File: src/rtl/lpsk_pkg.sv
// shared constants for the low-pass plus scalar kalman block
// no dependencies; imported by every rtl module of the block
`default_nettype none

package lpsk_pkg;

  // field and register widths
  localparam int SAMPLE_W   = 16;
  localparam int Q16_W      = 32;   // signed q16.16 values
  localparam int GAIN_W     = 25;   // unsigned q1.24 gain, 0..2^24
  localparam int WEIGHT_W   = 10;
  localparam int NOISE_W    = 24;
  localparam int COV_CFG_W  = 28;
  localparam int COV_W      = 32;   // unsigned q8.24 covariance
  localparam int CFG_DATA_W = 28;
  localparam int CFG_IDX_W  = 2;
  localparam int OUT_DATA_W = 96;   // 89 payload bits padded to bytes

  // register indexes
  localparam logic [CFG_IDX_W-1:0] REG_SMOOTH_WEIGHT    = 2'd0;
  localparam logic [CFG_IDX_W-1:0] REG_PROCESS_NOISE    = 2'd1;
  localparam logic [CFG_IDX_W-1:0] REG_MEASURE_NOISE    = 2'd2;
  localparam logic [CFG_IDX_W-1:0] REG_START_COVARIANCE = 2'd3;

  // register reset values
  localparam logic [WEIGHT_W-1:0]  RST_SMOOTH_WEIGHT    = 10'd660;
  localparam logic [NOISE_W-1:0]   RST_PROCESS_NOISE    = 24'd168;
  localparam logic [NOISE_W-1:0]   RST_MEASURE_NOISE    = 24'd1677722;
  localparam logic [COV_CFG_W-1:0] RST_START_COVARIANCE = 28'd16777216;

  // arithmetic constants
  localparam logic [WEIGHT_W-1:0] WEIGHT_FULL = 10'd1000;
  localparam logic [GAIN_W-1:0]   ONE_Q24     = 25'd16777216;
  localparam int                  Q24_SHIFT   = 24;

  // serial multiplier: signed multiplicand, unsigned multiplier, one bit per cycle
  localparam int MC_W       = 34;
  localparam int MP_W       = GAIN_W;
  localparam int PROD_W     = MC_W + MP_W;
  localparam int MUL_STEPS  = MP_W;
  localparam int MUL_CNT_W  = $clog2(MUL_STEPS);

  // gain divider: restoring, one quotient bit per cycle
  localparam int GDIV_STEPS = GAIN_W;
  localparam int GDIV_CNT_W = $clog2(GDIV_STEPS);
  localparam int DEN_W      = COV_W + 1;
  localparam int GREM_W     = DEN_W + 1;

  // divide by the weight scale: one quotient bit per cycle
  localparam int                 NUM_W      = 44;
  localparam int                 MAG_W      = 41;  // |num| <= 1000 * 2^31
  localparam int                 CDIV_STEPS = Q16_W;
  localparam int                 CDIV_CNT_W = $clog2(CDIV_STEPS);
  localparam int                 CREM_W     = 10;
  localparam logic [CREM_W:0]    LP_DIVISOR = 11'd1000;

endpackage

`default_nettype wire

File: src/rtl/lowpass_then_scalar_kalman_top.sv
// top level: low-pass smoother feeding a scalar kalman filter (a = h = 1)
// depends on lpsk_pkg, lpsk_smul, lpsk_gdiv, lpsk_cdiv
//
//  port group | dir | beat contents
//  -----------+-----+------------------------------------------------------
//  in_*       | in  | tdata[15:0] sample
//  out_*      | out | tdata[31:0] estimate, [63:32] smoothed, [88:64] gain
//  cfg_*      | in  | write of register cfg_index with cfg_data, no wait
//
// an item passes from the in beat to the out beat through three serial
// phases of 25, 32 and 25 steps (bit-serial multipliers, the gain divider
// running alongside the first multiply, the divide by 1000), each with a start
// and a finish state, plus the sum, difference and done states; in_tready rises
// at the edge that presents the out beat. rst_n is synchronous; it reloads the
// registers, clears the smoother and estimate and loads the covariance.
// in_tready is high whenever no item is in flight, also while a result waits
// on out_tready; a result finished while the previous one is still unread
// waits in place.
`default_nettype none

module lowpass_then_scalar_kalman_top (
  input  wire logic                                clk,
  input  wire logic                                rst_n,
  input  wire logic                                in_tvalid,
  output logic                                     in_tready,
  input  wire logic [lpsk_pkg::SAMPLE_W-1:0]       in_tdata,   // [15:0] sample
  output logic                                     out_tvalid,
  input  wire logic                                out_tready,
  // [31:0] estimate, [63:32] smoothed, [88:64] gain, [95:89] zero
  output logic [lpsk_pkg::OUT_DATA_W-1:0]          out_tdata,
  input  wire logic                                cfg_wr_en,
  input  wire logic [lpsk_pkg::CFG_IDX_W-1:0]      cfg_index,
  input  wire logic [lpsk_pkg::CFG_DATA_W-1:0]     cfg_data
);
  import lpsk_pkg::*;

  typedef enum logic [3:0] {
    S_IDLE,
    S_LP_GO,     // start low-pass multiplies and gain divide
    S_LP_RUN,
    S_SUM,       // add the two low-pass products
    S_DIV_GO,    // start divide by 1000
    S_DIV_RUN,
    S_DIFF,      // innovation z - x and its magnitude
    S_UPD_GO,    // start correction and covariance multiplies
    S_UPD_RUN,
    S_DONE       // write back state and present the beat
  } state_t;

  // configuration registers
  logic [WEIGHT_W-1:0]  weight_r;
  logic [NOISE_W-1:0]   q_noise_r;
  logic [NOISE_W-1:0]   r_noise_r;

  // filter state
  state_t               state_r;
  logic [Q16_W-1:0]     smooth_prev_r;
  logic [Q16_W-1:0]     est_prev_r;
  logic [COV_W-1:0]     cov_prev_r;
  logic                 out_tvalid_r;
  logic [OUT_DATA_W-1:0] out_tdata_r;

  // per-item working registers
  logic signed [Q16_W-1:0] x_r;
  logic [WEIGHT_W-1:0]     w_r;
  logic [WEIGHT_W-1:0]     wc_r;
  logic [COV_W-1:0]        pp_r;
  logic [GAIN_W-1:0]       gain_r;
  logic signed [NUM_W-1:0] num_r;
  logic signed [Q16_W-1:0] z_r;
  logic                    dneg_r;
  logic [Q16_W:0]          dmag_r;

  // serial unit hookup
  logic                    mul_start;
  logic                    gdiv_start;
  logic                    cdiv_start;
  logic                    upd_sel;
  logic signed [MC_W-1:0]  mca_in, mcb_in;
  logic [MP_W-1:0]         mpa_in, mpb_in;
  logic signed [PROD_W-1:0] prod_a, prod_b;
  logic                    mul_a_busy, mul_b_busy, gdiv_busy, cdiv_busy;
  logic [GAIN_W-1:0]       gdiv_gain;
  logic signed [Q16_W-1:0] cdiv_quo;

  // combinational helpers
  logic [WEIGHT_W-1:0]     w_eff;
  logic [COV_W:0]          pp_sum;
  logic [COV_W-1:0]        pp_sat;
  logic signed [Q16_W:0]   d_wide;
  logic [Q16_W:0]          corr;
  logic [Q16_W:0]          scorr;
  logic [Q16_W-1:0]        est_nxt;
  logic [COV_W-1:0]        cov_nxt;
  logic signed [Q16_W+1:0] est_wide;
  logic                    out_free;
  logic                    in_beat;

  assign in_beat  = in_tvalid && in_tready;
  assign out_free = !out_tvalid_r || out_tready;

  always_comb begin
    // weights above full scale act as full scale
    w_eff  = (weight_r > WEIGHT_FULL) ? WEIGHT_FULL : weight_r;
    // predicted covariance saturates at all ones
    pp_sum = {1'b0, cov_prev_r} + (COV_W + 1)'(q_noise_r);
    pp_sat = pp_sum[COV_W] ? '1 : pp_sum[COV_W-1:0];
    d_wide = {z_r[Q16_W-1], z_r} - {est_prev_r[Q16_W-1], est_prev_r};
    // correction magnitude is g*|d| >> 24, applied with the sign of d
    corr     = prod_a[Q24_SHIFT +: (Q16_W + 1)];
    scorr    = dneg_r ? (~corr + 1'b1) : corr;
    est_nxt  = est_prev_r + scorr[Q16_W-1:0];
    est_wide = {{2{est_prev_r[Q16_W-1]}}, est_prev_r} + {scorr[Q16_W], scorr};
    cov_nxt  = prod_b[Q24_SHIFT +: COV_W];
  end

  // operand steering: the two multipliers serve the low-pass, then the update
  always_comb begin
    mul_start  = (state_r == S_LP_GO) || (state_r == S_UPD_GO);
    gdiv_start = (state_r == S_LP_GO);
    cdiv_start = (state_r == S_DIV_GO);
    upd_sel    = (state_r == S_UPD_GO);
    if (upd_sel) begin
      mca_in = MC_W'({1'b0, dmag_r});
      mpa_in = gain_r;
      mcb_in = MC_W'(pp_r);
      mpb_in = ONE_Q24 - gain_r;
    end else begin
      mca_in = MC_W'(x_r);
      mpa_in = MP_W'(w_r);
      mcb_in = MC_W'(signed'(smooth_prev_r));
      mpb_in = MP_W'(wc_r);
    end
  end

  lpsk_smul u_mul_a (
    .clk    (clk),
    .rst_n  (rst_n),
    .start  (mul_start),
    .mcand  (mca_in),
    .mplier (mpa_in),
    .busy   (mul_a_busy),
    .prod   (prod_a)
  );

  lpsk_smul u_mul_b (
    .clk    (clk),
    .rst_n  (rst_n),
    .start  (mul_start),
    .mcand  (mcb_in),
    .mplier (mpb_in),
    .busy   (mul_b_busy),
    .prod   (prod_b)
  );

  lpsk_gdiv u_gdiv (
    .clk   (clk),
    .rst_n (rst_n),
    .start (gdiv_start),
    .pp    (pp_r),
    .r     (r_noise_r),
    .busy  (gdiv_busy),
    .gain  (gdiv_gain)
  );

  lpsk_cdiv u_cdiv (
    .clk   (clk),
    .rst_n (rst_n),
    .start (cdiv_start),
    .num   (num_r),
    .busy  (cdiv_busy),
    .quo   (cdiv_quo)
  );

  // sequencer, filter state and the output register
  always_ff @(posedge clk) begin
    if (!rst_n) begin
      state_r       <= S_IDLE;
      weight_r      <= RST_SMOOTH_WEIGHT;
      q_noise_r     <= RST_PROCESS_NOISE;
      r_noise_r     <= RST_MEASURE_NOISE;
      smooth_prev_r <= '0;
      est_prev_r    <= '0;
      cov_prev_r    <= COV_W'(RST_START_COVARIANCE);
      out_tvalid_r  <= 1'b0;
    end else begin
      // a beat presented in S_DONE takes over the taken one
      if (out_tvalid_r && out_tready && (state_r != S_DONE)) begin
        out_tvalid_r <= 1'b0;
      end

      // register writes; start_covariance also reloads the covariance
      if (cfg_wr_en) begin
        case (cfg_index)
          REG_SMOOTH_WEIGHT:    weight_r   <= cfg_data[WEIGHT_W-1:0];
          REG_PROCESS_NOISE:    q_noise_r  <= cfg_data[NOISE_W-1:0];
          REG_MEASURE_NOISE:    r_noise_r  <= cfg_data[NOISE_W-1:0];
          REG_START_COVARIANCE: cov_prev_r <= COV_W'(cfg_data[COV_CFG_W-1:0]);
          default: ;
        endcase
      end

      case (state_r)
        S_IDLE: begin
          if (in_beat) begin
            state_r <= S_LP_GO;
          end
        end
        S_LP_GO:  state_r <= S_LP_RUN;
        S_LP_RUN: begin
          if (!mul_a_busy && !mul_b_busy && !gdiv_busy) begin
            state_r <= S_SUM;
          end
        end
        S_SUM:    state_r <= S_DIV_GO;
        S_DIV_GO: state_r <= S_DIV_RUN;
        S_DIV_RUN: begin
          if (!cdiv_busy) begin
            state_r <= S_DIFF;
          end
        end
        S_DIFF:   state_r <= S_UPD_GO;
        S_UPD_GO: state_r <= S_UPD_RUN;
        S_UPD_RUN: begin
          if (!mul_a_busy && !mul_b_busy) begin
            state_r <= S_DONE;
          end
        end
        S_DONE: begin
          // hold here until the previous beat is taken
          if (out_free) begin
            smooth_prev_r <= z_r;
            est_prev_r    <= est_nxt;
            cov_prev_r    <= cov_nxt;
            out_tvalid_r  <= 1'b1;
            out_tdata_r   <= {(OUT_DATA_W - GAIN_W - 2 * Q16_W)'(0), gain_r, z_r, est_nxt};
            state_r       <= S_IDLE;
          end
        end
        default: state_r <= S_IDLE;
      endcase
    end
  end

  // per-item data path registers
  always_ff @(posedge clk) begin
    if (in_beat) begin
      x_r  <= {in_tdata, 16'b0};
      w_r  <= w_eff;
      wc_r <= WEIGHT_FULL - w_eff;
      pp_r <= pp_sat;
    end
    if (state_r == S_SUM) begin
      num_r  <= prod_a[NUM_W-1:0] + prod_b[NUM_W-1:0];
      gain_r <= gdiv_gain;
    end
    if (state_r == S_DIV_RUN && !cdiv_busy) begin
      z_r <= cdiv_quo;
    end
    if (state_r == S_DIFF) begin
      dneg_r <= d_wide[Q16_W];
      dmag_r <= d_wide[Q16_W] ? (~d_wide + 1'b1) : d_wide;
    end
  end

  assign in_tready  = (state_r == S_IDLE);
  assign out_tvalid = out_tvalid_r;
  assign out_tdata  = out_tdata_r;

  // gain never exceeds one
  a_gain_le_one: assert property (@(posedge clk) disable iff (!rst_n)
    (state_r == S_DONE) |-> (gain_r <= ONE_Q24))
    else $error("kalman gain above one");

  // new estimate lies between the old estimate and the measurement
  a_est_between: assert property (@(posedge clk) disable iff (!rst_n)
    (state_r == S_DONE) |->
      (dneg_r ? (est_wide <= (Q16_W + 2)'(signed'(est_prev_r)) &&
                 est_wide >= (Q16_W + 2)'(z_r))
              : (est_wide >= (Q16_W + 2)'(signed'(est_prev_r)) &&
                 est_wide <= (Q16_W + 2)'(z_r))))
    else $error("estimate left the interval of old estimate and measurement");

  // the update step never raises the predicted covariance
  a_cov_shrinks: assert property (@(posedge clk) disable iff (!rst_n)
    (state_r == S_DONE) |-> (cov_nxt <= pp_r))
    else $error("covariance grew in the update step");

  // no item taken while any serial unit is running
  a_busy_blocks_input: assert property (@(posedge clk) disable iff (!rst_n)
    (mul_a_busy || mul_b_busy || gdiv_busy || cdiv_busy) |-> !in_tready)
    else $error("input ready while a serial unit is busy");

endmodule

`default_nettype wire

File: src/rtl/lpsk_smul.sv
// bit-serial shift-add multiplier, signed multiplicand times unsigned multiplier
// depends on lpsk_pkg
`default_nettype none

module lpsk_smul (
  input  wire logic                             clk,
  input  wire logic                             rst_n,
  input  wire logic                             start,
  input  wire logic signed [lpsk_pkg::MC_W-1:0] mcand,
  input  wire logic [lpsk_pkg::MP_W-1:0]        mplier,
  output logic                                  busy,
  output logic signed [lpsk_pkg::PROD_W-1:0]    prod
);
  import lpsk_pkg::*;

  logic                 busy_r;
  logic [MUL_CNT_W-1:0] cnt_r;
  logic signed [MC_W-1:0] mc_r;
  logic signed [MC_W-1:0] hi_r;
  logic [MP_W-1:0]        lo_r;

  logic signed [MC_W:0]   addend;
  logic signed [MC_W:0]   sum;

  // add the multiplicand on a set low bit, then shift the whole product right
  always_comb begin
    addend = lo_r[0] ? {mc_r[MC_W-1], mc_r} : '0;
    sum    = {hi_r[MC_W-1], hi_r} + addend;
  end

  always_ff @(posedge clk) begin
    if (!rst_n) begin
      busy_r <= 1'b0;
      cnt_r  <= '0;
    end else if (start) begin
      busy_r <= 1'b1;
      cnt_r  <= '0;
    end else if (busy_r) begin
      cnt_r <= cnt_r + 1'b1;
      if (cnt_r == MUL_CNT_W'(MUL_STEPS - 1)) begin
        busy_r <= 1'b0;
      end
    end
  end

  always_ff @(posedge clk) begin
    if (start) begin
      mc_r <= mcand;
      hi_r <= '0;
      lo_r <= mplier;
    end else if (busy_r) begin
      hi_r <= sum[MC_W:1];
      lo_r <= {sum[0], lo_r[MP_W-1:1]};
    end
  end

  assign busy = busy_r;
  assign prod = {hi_r, lo_r};

endmodule

`default_nettype wire

File: src/rtl/lpsk_gdiv.sv
// radix-2 restoring divider for the kalman gain g = p' * 2^24 / (p' + r)
// depends on lpsk_pkg
`default_nettype none

module lpsk_gdiv (
  input  wire logic                             clk,
  input  wire logic                             rst_n,
  input  wire logic                             start,
  input  wire logic [lpsk_pkg::COV_W-1:0]       pp,
  input  wire logic [lpsk_pkg::NOISE_W-1:0]     r,
  output logic                                  busy,
  output logic [lpsk_pkg::GAIN_W-1:0]           gain
);
  import lpsk_pkg::*;

  logic                  busy_r;
  logic                  first_r;
  logic [GDIV_CNT_W-1:0] cnt_r;
  logic [DEN_W-1:0]      den_r;
  logic [GREM_W-1:0]     rem_r;
  logic [GAIN_W-1:0]     q_r;
  logic                  zero_r;

  logic [GREM_W-1:0] trial;
  logic [GREM_W-1:0] diff;
  logic              ge;

  // first step compares p' itself (gain of one when r is zero), later steps shift
  always_comb begin
    trial = first_r ? rem_r : {rem_r[GREM_W-2:0], 1'b0};
    diff  = trial - {1'b0, den_r};
    ge    = (trial >= {1'b0, den_r});
  end

  always_ff @(posedge clk) begin
    if (!rst_n) begin
      busy_r <= 1'b0;
      cnt_r  <= '0;
    end else if (start) begin
      busy_r <= 1'b1;
      cnt_r  <= '0;
    end else if (busy_r) begin
      cnt_r <= cnt_r + 1'b1;
      if (cnt_r == GDIV_CNT_W'(GDIV_STEPS - 1)) begin
        busy_r <= 1'b0;
      end
    end
  end

  always_ff @(posedge clk) begin
    if (start) begin
      den_r   <= {1'b0, pp} + DEN_W'(r);
      rem_r   <= GREM_W'(pp);
      q_r     <= '0;
      first_r <= 1'b1;
      zero_r  <= (pp == '0) && (r == '0);
    end else if (busy_r) begin
      first_r <= 1'b0;
      rem_r   <= ge ? diff : trial;
      q_r     <= {q_r[GAIN_W-2:0], ge};
    end
  end

  // zero denominator gives zero gain
  assign busy = busy_r;
  assign gain = zero_r ? '0 : q_r;

endmodule

`default_nettype wire

File: src/rtl/lpsk_cdiv.sv
// bit-serial divide of the signed low-pass sum by 1000, truncating toward zero
// depends on lpsk_pkg
`default_nettype none

module lpsk_cdiv (
  input  wire logic                             clk,
  input  wire logic                             rst_n,
  input  wire logic                             start,
  input  wire logic signed [lpsk_pkg::NUM_W-1:0] num,
  output logic                                  busy,
  output logic signed [lpsk_pkg::Q16_W-1:0]     quo
);
  import lpsk_pkg::*;

  logic                  busy_r;
  logic [CDIV_CNT_W-1:0] cnt_r;
  logic                  neg_r;
  logic [CREM_W-1:0]     rem_r;
  logic [Q16_W-1:0]      sh_r;   // dividend bits shift out, quotient bits shift in

  logic [NUM_W-1:0]  mag;
  logic [CREM_W:0]   trial;
  logic [CREM_W:0]   diff;
  logic              ge;

  always_comb begin
    mag   = num[NUM_W-1] ? (~num + 1'b1) : num;
    trial = {rem_r, sh_r[Q16_W-1]};
    diff  = trial - LP_DIVISOR;
    ge    = (trial >= LP_DIVISOR);
  end

  always_ff @(posedge clk) begin
    if (!rst_n) begin
      busy_r <= 1'b0;
      cnt_r  <= '0;
    end else if (start) begin
      busy_r <= 1'b1;
      cnt_r  <= '0;
    end else if (busy_r) begin
      cnt_r <= cnt_r + 1'b1;
      if (cnt_r == CDIV_CNT_W'(CDIV_STEPS - 1)) begin
        busy_r <= 1'b0;
      end
    end
  end

  // top bits of the magnitude stay below 1000, so they seed the remainder
  always_ff @(posedge clk) begin
    if (start) begin
      neg_r <= num[NUM_W-1];
      rem_r <= CREM_W'(mag[MAG_W-1:Q16_W]);
      sh_r  <= mag[Q16_W-1:0];
    end else if (busy_r) begin
      rem_r <= ge ? diff[CREM_W-1:0] : trial[CREM_W-1:0];
      sh_r  <= {sh_r[Q16_W-2:0], ge};
    end
  end

  assign busy = busy_r;
  assign quo  = neg_r ? (~sh_r + 1'b1) : sh_r;

endmodule

`default_nettype wire

File: config.mk
export PLATFORM = sky130hd
export DESIGN_NAME = lowpass_then_scalar_kalman_top
export DESIGN_NICKNAME = d
export VERILOG_FILES = /design/src/rtl/lpsk_pkg.sv /design/src/rtl/lowpass_then_scalar_kalman_top.sv /design/src/rtl/lpsk_smul.sv /design/src/rtl/lpsk_gdiv.sv /design/src/rtl/lpsk_cdiv.sv
export SDC_FILE = /design/constraint.sdc
export NUM_CORES = 2
export LEC_CHECK = 0
export BUFFER_PORTS_ARGS = -buffer_cell sky130_fd_sc_hd__buf_4
export CORE_AREA = 5 5 279 281
export DETAILED_ROUTE_END_ITERATION = 12
export DIE_AREA = 0 0 284 286
export GPL_TIMING_DRIVEN = 0
export PLACE_DENSITY = 0.86
export SLEW_MARGIN = 20
export SYNTH_ARGS = -nofsm -noshare
export SYNTH_HDL_FRONTEND = slang
export SYNTH_SLANG_ARGS = --single-unit
File: constraint.sdc
create_clock -name clk -period 11.5 [get_ports clk]
set_input_delay 2.3 -clock clk [delete_from_list [all_inputs] [get_ports clk]]
set_output_delay 2.3 -clock clk [all_outputs]
set_load 0.01 [all_outputs]
==> results.toml <==
[run_status]
status = "finished, final reports clean"

[sta]
finalSetupViolations = 0
finalWorstSetupSlack_ns = 5.44
slew_headroom_pct = 16.8
rsz0062_at_grt = "false"
setup-tns-final_ns = 0
skew_ns = 0.0377
tightest_slew_ns = 1.25
hold_viol_final = 0
maxSlewViolCount = 0
min_period_ns = 6.06
fin_crit_sh_pct = 52.7
max_freq_ghz = 0.165

[power_and_ir_drop]
finalPower_w = 0.0123
leakage_nw = 21.1
power_density_nw_per_um2 = 238
ir_drop_mv = 0.235

[global_route]
grt_pass1_vias = 36930
grt_max_degree = 71
grt_usage_pct = 32.9
grt_pass1_wl_um = 210000
grt_overflow = 0
antenna_found_initial = 2

[setup_path]
critPathMostFrequentCell = "clkbuf_1"
startpoint_type = "flop"
cp.required_ns = 11.99
crit_fanout = 10
worstSetupEndpointType = "flop"
arrival_ns = 6.55
cp_slowest_stage_delay_ns = 0.72
slowest_stage = "clkbuf_1"
path_class = "flop to flop"
crit_path_cell_trace = "clkbuf_1, clkbuf_1, mux2_2, ha_1, clkbuf_1, a21oi_1, o21ai_0, or3_1, o21a_1, o21ai_0, o21ai_0, o21ai_1, clkbuf_1, clkbuf_1, a21oi_1, a21oi_1"

[floorplan]
core_um2 = 75200
rows = 101
io_pins = 149
die_w_um = 284
start_util_pct = 61.2
die_h_um = 286
dieArea_um2 = 81200

[logic_synthesis]
synthArstFlopShare_pct = 0
ys_types = 88
synth_edf_count = 514
ys_seq_elements = 794
yosysSeqAreaShare_pct = 45.7
synth-main-ff-cell = "edfxtp_1"
syn_area_um2 = 46100
synthCells = 4791
ys_warn_count = 0
avgSynthCellArea_um2 = 9.61

[cts]
cts_hold_buf = 0
root_buffer = "clkbuf_16"
cts_resized = 0
clock_path_buffers = 3
cts.clk_slew.worst_paths_ns = 0.06
cts_made_buffers = 86
cts_setup_buffers = 0
cts_tree = "built"
clock_latency_ns = 0.67
cts_sinks = 794
htreeDepth = 3

[detailed_routing]
drt_iter0_drc = 4747
ant_nets = 0
first_pass_iters = 5
drc = 0
via_per_inst = 6.38
wl_um = 139000
dr_total_vias = 38879
wl_per_cell_um = 22.9

[layout]
drive_gt1_share_pct = 7.64
syn2layout_area_growth_pct = 11.9
nets = 5373

[min_path]
hp-class = "flop to flop"

[placed_design]
dp_hpwl_um = 104000
portBuffers = 140
dp_slack_ns = 5.67
gp_routability_congestion = 1.01

[run]
max-cap-violations = 0
[kinds of logic (layout without fill, tap and decap cells)]
logic type / count (synthesis) / count (layout) / share of synthesized area, %
buf+inv: 379 / 697 / 3.16
simple gates: 1664 / 1664 / 16.8
fa+ha+maj: 278 / 278 / 7.68
compound gates: 1143 / 1143 / 16.0
flops: 794 / 794 / 45.7
other cells: 1 / 10 / 0.00814
xor+xnor: 387 / 387 / 7.36
mux: 145 / 145 / 3.24
[critical path: cells and delay by family (launching register included)]
| family | cells | cell delay (ns) |
|---|---|---|
| flip-flops | 1 | 0.32 |
| adder cells (fa/ha/maj) | 1 | 0.27 |
| buffers and inverters | 5 | 2.54 |
| multiplexers | 1 | 0.42 |
| AO/OA/AOI/OAI | 8 | 2.00 |
| AND/OR/NAND/NOR | 1 | 0.35 |
[per-stage QoR]
| stage | hold slack (ns) | utilization, % | cells | area, µm² |
|---|---|---|---|---|
| 6_report | 0.458 | 68.5 | 6096 | 51500 |
| 3_5_place_dp | 0.452 | 64.7 | 5934 | 48600 |
| 2_1_floorplan | 0.431 | - | 4797 | 46100 |
| 4_1_cts | 0.460 | 68.5 | 6093 | 51500 |
| 3_3_place_gp | 0.444 | 64.3 | 5915 | 48300 |
| 5_1_grt | 0.489 | 68.5 | 6093 | 51500 |
[layout by cell type, fill, tap and decap left out, drive strengths merged, types with 9 or more instances in the layout]
cell	netlist	routed
a211oi	29	29
a21boi	115	115
a21o	115	115
a21oi	289	289
a22oi	12	12
a31oi	31	31
and2	101	101
and3	27	27
buf	27	186
clkbuf	177	287
clkinv	2	35
dfxtp	280	280
edfxtp	514	514
ha	270	270
inv	173	178
mux2	33	33
mux2i	112	112
nand2	726	726
nand2b	59	59
nand3	113	113
nand3b	9	9
nand4	32	32
nor2	320	320
nor2b	68	68
nor3	53	53
nor4	32	32
o211a	33	33
o211ai	11	11
o21a	36	36
o21ai	277	277
o21bai	36	36
o22ai	9	9
o31ai	44	44
o41ai	20	20
or2	16	16
or3	43	43
or4	27	27
xnor2	234	234
xor2	153	153
[power by group]
part           switching (W)  internal (W)  leakage (nW)
registers           0.000486       0.00379          7.07
logic                0.00315       0.00198          12.6
clock network        0.00124       0.00160          1.41
[metal layers]
metal | part of all wire, % | wire length, µm | global-route usage (%)
met3 | 11 | 15500 | 6.35
met2 | 45 | 62500 | 52.8
met4 | 5.9 | 8170 | 16.0
met1 | 38 | 53200 | 43.3
met5 | 0 | 0 | 0
[area by class of cell]
class,instances,area [µm²]
Timing Repair Buffer,159,1300
Tap cell,978,1220
Fill cell,5546,23600
Antenna cell,3,7.51
Buffer,204,802
Inverter,175,662
Sequential cell,794,21000
Clock buffer,110,2380
Multi-Input combinational cell,3624,23600
Clock inverter,49,517
[cells in the mapped netlist (9+ instances only)]
cell type  instances  area share [%]
nand2b_1          59            0.80
mux2i_1          112             2.4
o211a_1           33            0.72
inv_1            172             1.4
a21oi_1          289             3.1
and2_1           100             1.4
nand4_1           32            0.43
mux2_2            33            0.81
a21boi_0         114             1.9
or2_2             14            0.19
buf_1             16            0.13
clkbuf_1         177             1.4
o22ai_1            9            0.12
o41ai_1           20            0.38
o21a_1            36            0.59
xnor2_1          234             4.5
o211ai_1          10            0.16
a22oi_1           12            0.20
a31oi_1           31            0.42
edfxtp_1         514              34
o21bai_1          36            0.59
nor2b_1           68            0.92
nand2_1          726             5.9
or3_1             41            0.56
o21ai_0          273             3.0
dfxtp_1          280              12
nor4_1            32            0.43
ha_1             270             7.3
a211oi_1          29            0.47
xor2_1           153             2.9
and3_1            27            0.37
nand3_1          113             1.2
a21o_1           115             1.9
o31ai_1           42            0.68
nor2_1           319             2.6
or4_1             25            0.41
nor3_1            53            0.58
nand3b_1           9            0.15
[sequential cells by signal, indices dropped and copies added (netlist names), 33 cells and up]
signal	cells
out_tdata	89
u_mul_b.mc_r	33
u_gdiv.rem_r	34
u_mul_b.hi_r	34
u_mul_a.mc_r	34
num_r	42
dmag_r	33
u_mul_a.hi_r	34
u_gdiv.den_r	33
[final timing paths]
path,startpoint,end,slack (ns),depth (start not counted)
worst max-delay path,u_gdiv.first_r,u_gdiv.rem_r[17],5.44,16
worst min-delay path,u_cdiv.rem_r[9],u_cdiv.rem_r[9],0.46,2
worst max register to register,u_gdiv.first_r,u_gdiv.rem_r[17],5.44,16
worst min register to register,u_cdiv.rem_r[9],u_cdiv.rem_r[9],0.46,2
Note: power is estimated with default switching activity, not from simulation.
